File: config.mk
export PLATFORM = sky130hd
export DESIGN_NAME = bfd_ctrl
export DESIGN_NICKNAME = d
export VERILOG_FILES = /design/src/rtl/core/bfd_pkg.sv /design/src/rtl/core/bfd_ctrl.sv
export SDC_FILE = /design/constraint.sdc
export NUM_CORES = 1
export LEC_CHECK = 0
export BUFFER_PORTS_ARGS = -buffer_cell sky130_fd_sc_hd__buf_2
export CELL_PAD_IN_SITES_DETAIL_PLACEMENT = 1
export CELL_PAD_IN_SITES_GLOBAL_PLACEMENT = 1
export CORE_MARGIN = 2
export CORE_UTILIZATION = 29
export CTS_CLUSTER_DIAMETER = 30
export DETAILED_ROUTE_END_ITERATION = 8
export PLACE_DENSITY = 0.83
export SYNTH_ARGS = -nofsm -noshare
export SYNTH_HDL_FRONTEND = slang
export SYNTH_SLANG_ARGS = --single-unit
File: constraint.sdc
create_clock -name i_clk -period 2.2 [get_ports i_clk]
set_input_delay 0.11 -clock i_clk [delete_from_list [all_inputs] [get_ports i_clk]]
set_output_delay 0.11 -clock i_clk [all_outputs]
set_load 0.02 [all_outputs]
File: src/rtl/core/bfd_pkg.sv
// shared types, codes and field widths of the byte ring fifo with separator search
package bfd_pkg;

    // fixed field widths
    localparam int BYTE_W  = 8;
    localparam int CMD_W   = 2;
    localparam int CNT_W   = 5;
    localparam int STAT_W  = 2;
    localparam int FILL_W  = 11;
    localparam int FOUND_W = 11;
    localparam int SEP_W   = 64;
    localparam int SLEN_W  = 4;
    localparam int KIDX_W  = 3;
    localparam int CFGI_W  = 2;

    // stream packing
    localparam int IN_DATA_W  = 16;
    localparam int OUT_DATA_W = BYTE_W + STAT_W + FILL_W + FOUND_W;

    // command codes
    localparam logic [CMD_W-1:0] CMD_WRITE = 2'd0;
    localparam logic [CMD_W-1:0] CMD_READ  = 2'd1;
    localparam logic [CMD_W-1:0] CMD_CLEAR = 2'd2;
    localparam logic [CMD_W-1:0] CMD_FIND  = 2'd3;

    // result status codes
    localparam logic [STAT_W-1:0] STAT_OK    = 2'd0;
    localparam logic [STAT_W-1:0] STAT_FULL  = 2'd1;
    localparam logic [STAT_W-1:0] STAT_EMPTY = 2'd2;

    // configuration register indexes
    localparam logic [CFGI_W-1:0] CFG_SEP_BYTES = 2'd0;
    localparam logic [CFGI_W-1:0] CFG_SEP_LEN   = 2'd1;

    // output payload selection
    localparam logic [1:0] OUT_PLAIN = 2'd0;
    localparam logic [1:0] OUT_POP   = 2'd1;
    localparam logic [1:0] OUT_FIND  = 2'd2;

    // commands from controller to datapath
    typedef struct packed {
        logic              push;
        logic              clear;
        logic              rd_start;
        logic              pop;
        logic              fd_start;
        logic              fd_next_k;
        logic              fd_next_i;
        logic              fd_addr;
        logic              out_load;
        logic [1:0]        out_sel;
        logic [STAT_W-1:0] out_status;
        logic              out_last;
    } t_ctl;

    // status from datapath to controller
    typedef struct packed {
        logic empty;
        logic full;
        logic cnt_zero;
        logic remain_last;
        logic sep_bad;
        logic match;
        logic k_last;
        logic i_last;
        logic out_free;
    } t_sts;

endpackage

File: src/rtl/core/bfd_ctrl.sv
// controller: sequences write, read, clear and separator search transactions
module bfd_ctrl import bfd_pkg::*; (
    input  logic             i_clk,
    input  logic             i_rst_n,
    input  logic             i_in_valid,
    input  logic [CMD_W-1:0] i_command,
    input  t_sts             i_sts,
    output logic             o_in_ready,
    output t_ctl             o_ctl
);

    localparam logic [2:0] S_IDLE    = 3'd0;
    localparam logic [2:0] S_RD_ADDR = 3'd1;
    localparam logic [2:0] S_RD_DATA = 3'd2;
    localparam logic [2:0] S_FD_ADDR = 3'd3;
    localparam logic [2:0] S_FD_CMP  = 3'd4;

    logic [2:0] r_state, n_state;

    // new transactions only in idle with room in the result register
    assign o_in_ready = (r_state == S_IDLE) && i_sts.out_free;

    // next state and datapath commands
    always_comb begin
        n_state = r_state;
        o_ctl   = '0;
        o_ctl.out_sel    = OUT_PLAIN;
        o_ctl.out_status = STAT_OK;
        unique case (r_state)
            S_IDLE: begin
                if (i_in_valid && i_sts.out_free) begin
                    unique case (i_command)
                        CMD_WRITE: begin
                            o_ctl.out_load = 1'b1;
                            o_ctl.out_last = 1'b1;
                            if (i_sts.full) begin
                                o_ctl.out_status = STAT_FULL;
                            end else begin
                                o_ctl.push = 1'b1;
                            end
                        end
                        CMD_READ: begin
                            if (i_sts.empty) begin
                                o_ctl.out_load   = 1'b1;
                                o_ctl.out_last   = 1'b1;
                                o_ctl.out_status = STAT_EMPTY;
                            end else if (i_sts.cnt_zero) begin
                                o_ctl.out_load = 1'b1;
                                o_ctl.out_last = 1'b1;
                            end else begin
                                o_ctl.rd_start = 1'b1;
                                n_state        = S_RD_ADDR;
                            end
                        end
                        CMD_CLEAR: begin
                            o_ctl.clear    = 1'b1;
                            o_ctl.out_load = 1'b1;
                            o_ctl.out_last = 1'b1;
                        end
                        CMD_FIND: begin
                            if (i_sts.sep_bad) begin
                                o_ctl.out_load = 1'b1;
                                o_ctl.out_last = 1'b1;
                            end else begin
                                o_ctl.fd_start = 1'b1;
                                n_state        = S_FD_ADDR;
                            end
                        end
                        default: ;
                    endcase
                end
            end
            // wait for the head byte to come out of the store
            S_RD_ADDR: begin
                n_state = S_RD_DATA;
            end
            S_RD_DATA: begin
                if (i_sts.out_free) begin
                    o_ctl.pop      = 1'b1;
                    o_ctl.out_load = 1'b1;
                    o_ctl.out_sel  = OUT_POP;
                    o_ctl.out_last = i_sts.remain_last;
                    n_state        = i_sts.remain_last ? S_IDLE : S_RD_ADDR;
                end
            end
            S_FD_ADDR: begin
                o_ctl.fd_addr = 1'b1;
                n_state       = S_FD_CMP;
            end
            // compare one stored byte against one separator byte
            S_FD_CMP: begin
                o_ctl.fd_addr = 1'b1;
                if (i_sts.match && !i_sts.k_last) begin
                    o_ctl.fd_next_k = 1'b1;
                    n_state         = S_FD_ADDR;
                end else if (!i_sts.match && !i_sts.i_last) begin
                    o_ctl.fd_next_i = 1'b1;
                    n_state         = S_FD_ADDR;
                end else if (i_sts.out_free) begin
                    o_ctl.out_load = 1'b1;
                    o_ctl.out_last = 1'b1;
                    o_ctl.out_sel  = i_sts.match ? OUT_FIND : OUT_PLAIN;
                    n_state        = S_IDLE;
                end
            end
            default: begin
                n_state = S_IDLE;
            end
        endcase
    end

    // state register
    always_ff @(posedge i_clk) begin
        if (!i_rst_n) begin
            r_state <= S_IDLE;
        end else begin
            r_state <= n_state;
        end
    end

endmodule

==> impl_metrics.csv, run 1 <==
group,metric,value,unit
drt,vias,549,
global_route,grt.total_usage,0.154,
timing,hold_viol,0,
min_path,hp-class,"primary input to register",
floorplan,start_util,0.306,
global_route,gr-total-overflow,0,
logic_synthesis,synthFlopType,"dfxtp_1",
timing,finalSetupViolations,0,
place,gp_congestion,0.691,
floorplan,dieArea,1900,um^2
logic_synthesis,ys_ff_latch,3,
cells_and_area,reg_top3,"r_state x3",
timing,worstMarginPinSlew,483,ps
clocking,ctsResizeCount,0,
drt,drc,0,
pwr,peakVddDrop,0.000280,V
place,dp_hpwl,1.07,mm
logic_synthesis,synth_edf_count,0,
clocking,cts_buffers,3,
global_route,grt_max_degree,12,
cells_and_area,antennaDiodeCount,0,
clocking,clock-root-buffer,"clkbuf_4",
status,status,"finished clean",
drt,first_pass_iters,4,
cells_and_area,top_register,"r_state",
setup_path,cp_max_fo,9,
clocking,clk_latency,220,ps
cells_and_area,multi_input_area,343,um^2
global_route,antenna_found_initial,0,
floorplan,die_h,43.6,um
clocking,cts_setup_buffers,0,
pwr,power_density,357,nW/um^2
clocking,cts_tree,"yes",
timing,finalCriticalPeriod,1830,ps
timing,fmax,547,MHz
logic_synthesis,ys_async_sr_fraction,0,
timing,post-route-period-util,0.831,
cells_and_area,nFillCells,194,
clocking,postCtsHoldBufs,0,
logic_synthesis,yosys.cell_types.count,35,
floorplan,fp.dieW,43.6,um
global_route,grt_pass1_vias,513,
drt,viasPerCell,5.55,
timing,max_slew_margin,0.677,
place,port_buffers,28,
pwr,p_leak,0.287,nW
setup_path,required,2090,ps
drt,post_drt_wl_per_cell,13.6,um
cells_and_area,regArea,60.1,um^2
drt,drt_wl_total,1.34,mm
drt,drt.antenna.violating_nets,0,
setup_path,start_kind,"register",
cells_and_area,final_common_cell,"buf_2",
timing,skew,0.226,ps
timing,finalMaxSlewViolations,0,
setup_path,cp-end-kind,"output port",
logic_synthesis,syn_area,455,um^2
drt,drtIter0Drc,11,
clocking,htree_num_levels,1,
clocking,clk_pin_slew,40,ps
global_route,grt_pass1_wl,2.29,mm
clocking,clock_path_buffers,2,
logic_synthesis,syn_avg_cell_area,8.13,um^2
floorplan,core,1490,um^2
logic_synthesis,syn-num-nets,70,
place,place_inst,95,
clocking,clkSinkCount,3,
logic_synthesis,ys_warn_count,0,
floorplan,rows,14,
flow_run,cap_violations,0,
floorplan,ioPinCount,29,
cells_and_area,largest_reg_flops,3,
cells_and_area,final_nets,98,
timing,rsz0062_at_grt,"no",
cells_and_area,drive_above_1_share,0.458,
logic_synthesis,synthCells,56,
cells_and_area,stdcell_count,99,
cells_and_area,mostFrequentLayoutCells,"28 x buf_2, 5 x nor3b_1",
setup_path,crit_arrival,1720,ps
timing,final.setup.tns,0,ps
setup_path,worst-setup-path-type,"register to output port",
cells_and_area,syn2layout_area_growth,31.9,%
logic_synthesis,synth-seq-area-share,0.132,
power breakdown:
group / switching, W / internal, W
Sequential: 0.00000191 / 0.0000554
Combinational: 0.0000373 / 0.0000276
Clock: 0.0000245 / 0.0000677
critical path, stage by stage, from the launching register on:
cell,delay (ps)
dfxtp_1,530
nor3b_1,480
a22oi_1,170
o22ai_1,130
buf_2,180
worst paths after layout:
path	depth (start not counted)	end	startpoint	slack (ps)
setup / recovery	4	o_ctl[0]	r_state[1]	370
hold / removal	2	r_state[2]	i_rst_n	170
setup reg to reg	3	r_state[2]	r_state[2]	710
hold reg to reg	2	r_state[0]	r_state[1]	660
layer usage:
| metal | global-route usage | wire [um] | vias up |
|---|---|---|---|
| met2 | 0.256 | 666 | 10 |
| met3 | 0.0167 | 49 | 2 |
| met4 | 0.0545 | 22 | 0 |
| met1 | 0.205 | 605 | 265 |
| li1 | - | - | 272 |
| met5 | 0 | 0 | - |
per-stage QoR:
step	hold slack [ps]	power (W)	instance area [um^2]	worst slack [ps]	util
detailed placement	408	0.000123	574	628	0.386
floorplan	232	0.0000944	455	265	-
global placement	395	0.000121	574	682	0.386
finish	173	0.000214	601	371	0.403
global route	182	0.000231	601	254	0.403
CTS	171	0.000217	601	374	0.403
synthesized netlist by cell type, types with 2 or more instances:
cell type,count,area [um^2]
nor3b_1,5,37.5
nand2_1,2,7.51
buf_4,2,15.0
nand2b_1,2,12.5
dfxtp_1,3,60.1
a22oi_1,2,15.0
nand4b_1,2,17.5
buf_6,2,22.5
o22ai_1,2,12.5
inv_1,3,11.3
nor3_1,3,15.0
nand3_1,3,15.0
nor2_1,2,7.51
and2_1,2,12.5
area by class of cell:
type                            instances  area share
Multi-Input combinational cell         45       0.571
Timing Repair Buffer                   28       0.233
Tap cell                               16      0.0333
Clock buffer                            4      0.0438
Inverter                                3      0.0188
Sequential cell                         3       0.100
kinds of logic (layout without fill, tap and decap cells):
logic type      count (synthesis)  in the layout  share of synthesized area
flops                           3              3                      0.132
compound gates                 14             14                      0.244
simple gates                   29             29                      0.462
mux                             2              2                     0.0467
buf+inv                         8             35                      0.115
No activity file was read; power rests on OpenSTA's default activity.
==> inputs of run 2 (changes only) <==
- CORE_UTILIZATION: 29 -> 24
- PLACE_DENSITY: 0.83 -> 0.74
- clock period: 2.2 -> 1.6 ns (I/O delays scaled with it)
==> run 2 against run 1 <==
The flow now finishes with violations (negative setup slack); first-iteration DRC count rose by 18%; sequential power rose by 34%; core utilization is 2.9 points higher; via count is 6.9% higher; global-route usage rose by 0.75 points; register-to-register slack got worse by 490 ps; total power rose by 53%; critical endpoint is now o_ctl[2].
==> impl_metrics.csv, run 2 (synthesis gave the netlist of run 1 again) <==
group,metric,value,unit
status,status,"finished, violations left",
status,violations,"negative setup slack",
clocking,clk_latency,240,ps
cells_and_area,final_nets,106,
floorplan,rows,15,
cells_and_area,regArea,66.3,um^2
drt,first_pass_iters,4,
global_route,grt_pass1_vias,515,
setup_path,required,1520,ps
global_route,grt_pass1_wl,2.46,mm
floorplan,die_h,47.6,um
pwr,switchingPower,0.000110,W
cells_and_area,reg_top3,"r_state x3",
timing,fmax,600,MHz
clocking,htree_num_levels,1,
clocking,clock-root-buffer,"clkbuf_4",
drt,drtIter0Drc,13,
floorplan,fp.dieW,47.6,um
cells_and_area,drive_above_1_share,0.626,
min_path,hp-class,"primary input to register",
pwr,power_frac_comb,0.340,
global_route,grt_max_degree,11,
timing,finalCriticalPeriod,1670,ps
clocking,clkSinkCount,3,
place,dp_slack,87.2,ps
cells_and_area,fin_util,0.433,
clocking,clk_pin_slew,40,ps
floorplan,start_util,0.258,
drt,viasPerCell,5.06,
pwr,power_density,429,nW/um^2
cells_and_area,stdcell_count,116,
cells_and_area,top_register,"r_state",
pwr,swShare,0.337,
timing,skew,0.121,ps
pwr,peakVddDrop,0.000234,V
clocking,clock_path_buffers,2,
clocking,cts_buffers,3,
cells_and_area,largest_reg_flops,3,
timing,final.setup.tns,-266,ps
setup_path,worst-setup-path-type,"register to output port",
floorplan,core,1760,um^2
drt,vias,587,
pwr,p_int,0.000217,W
drt,drt.antenna.violating_nets,0,
timing,worstMarginPinSlew,375,ps
pwr,finalPower,0.000328,W
clocking,postCtsHoldBufs,0,
clocking,cts_tree,"yes",
setup_path,cp-end-kind,"output port",
cells_and_area,syn2layout_area_growth,67.6,%
setup_path,rrSetupSlack,220,ps
cells_and_area,multi_input_area,403,um^2
timing,post-route-period-util,1.04,
place,place_inst,107,
global_route,antenna_found_initial,0,
setup_path,cp_max_fo,5,
drt,drt_wl_total,1.73,mm
setup_path,start_kind,"register",
place,port_buffers,28,
timing,finalMaxSlewViolations,0,
global_route,grt.total_usage,0.161,
place,dp_hpwl,1.20,mm
timing,finalSetupViolations,7,
floorplan,ioPinCount,29,
global_route,gr-total-overflow,0,
pwr,p_leak,0.354,nW
floorplan,dieArea,2260,um^2
cells_and_area,nFillCells,237,
timing,setup_slack,-68.0,ps
cells_and_area,antennaDiodeCount,0,
cells_and_area,mostFrequentLayoutCells,"18 x buf_2, 18 x buf_4",
pwr,pwr-share-clk,0.425,
pwr,power_frac_seq,0.235,
flow_run,cap_violations,0,
timing,hold_viol,0,
timing,max_slew_margin,0.750,
setup_path,crit_arrival,1590,ps
drt,drc,0,
timing,rsz0062_at_grt,"yes",
drt,post_drt_wl_per_cell,14.9,um
place,gp_congestion,0.706,
run 2: cell count changes in the layout (fill, tap and decap cells not counted), moves of 2 or more:
cell and change:
nor4b_4 +2, dfxtp_1 -3, nor3b_1 -3, nor3_1 -2, buf_4 +18, nor3_2 +2, dfxtp_2 +2, nor3b_2 +3
buf_2 -10
run 2: worst max-delay path, stage by stage, from the launching register on:
cell,delay [ps]
dfxtp_2,350
nor4b_4,360
nand2_2,200
nor4b_4,260
buf_4,190
run 2: timing repair:
action,4_1_cts,5_1_grt
setup buffers,4,1
pin swaps,4,6
setup endpoints to repair,8,10
resized for setup,9,10
run 2: final cells by class:
type,instances,area share
repair buffers,36,0.295
flip-flops and latches,3,0.0869
clock buffers,4,0.0344
multi-input cells,45,0.528
inverters,3,0.0148
well taps,25,0.0410
run 2: power by group through the flow:
| stage | logic, W | clock network [W] | registers (W) |
|---|---|---|---|
| after CTS | 0.000104 | 0.000140 | 0.0000769 |
| after floorplan | 0.0000562 | 0 | 0.0000775 |
| after global routing | 0.000120 | 0.000148 | 0.0000771 |
| after global placement | 0.0000951 | 0 | 0.0000793 |
| after detailed placement | 0.0000967 | 0 | 0.0000795 |
| final | 0.000111 | 0.000139 | 0.0000770 |
run 2: worst paths after layout:
path | from | endpoint | cells past startpoint
max reg2reg | r_state[1] | r_state[2] | 4
min | i_rst_n | r_state[0] | 3
min reg2reg | r_state[0] | r_state[0] | 2
max | r_state[1] | o_ctl[2] | 4
run 2: layer usage:
metal  wire, um  global-route usage  share of wire
met3         67              0.0340          0.039
met4         40               0.114          0.023
met2        821               0.241           0.48
met5          0                   0              0
met1        795               0.206           0.46
run 2: metrics by stage:
| step | hold slack (ps) | cell area [um^2] |
|---|---|---|
| 4_1_cts | 146 | 719 |
| 6_report | 149 | 763 |
| 2_1_floorplan | 198 | 487 |
| 5_1_grt | 156 | 763 |
| 3_5_place_dp | 392 | 639 |
| 3_3_place_gp | 378 | 639 |
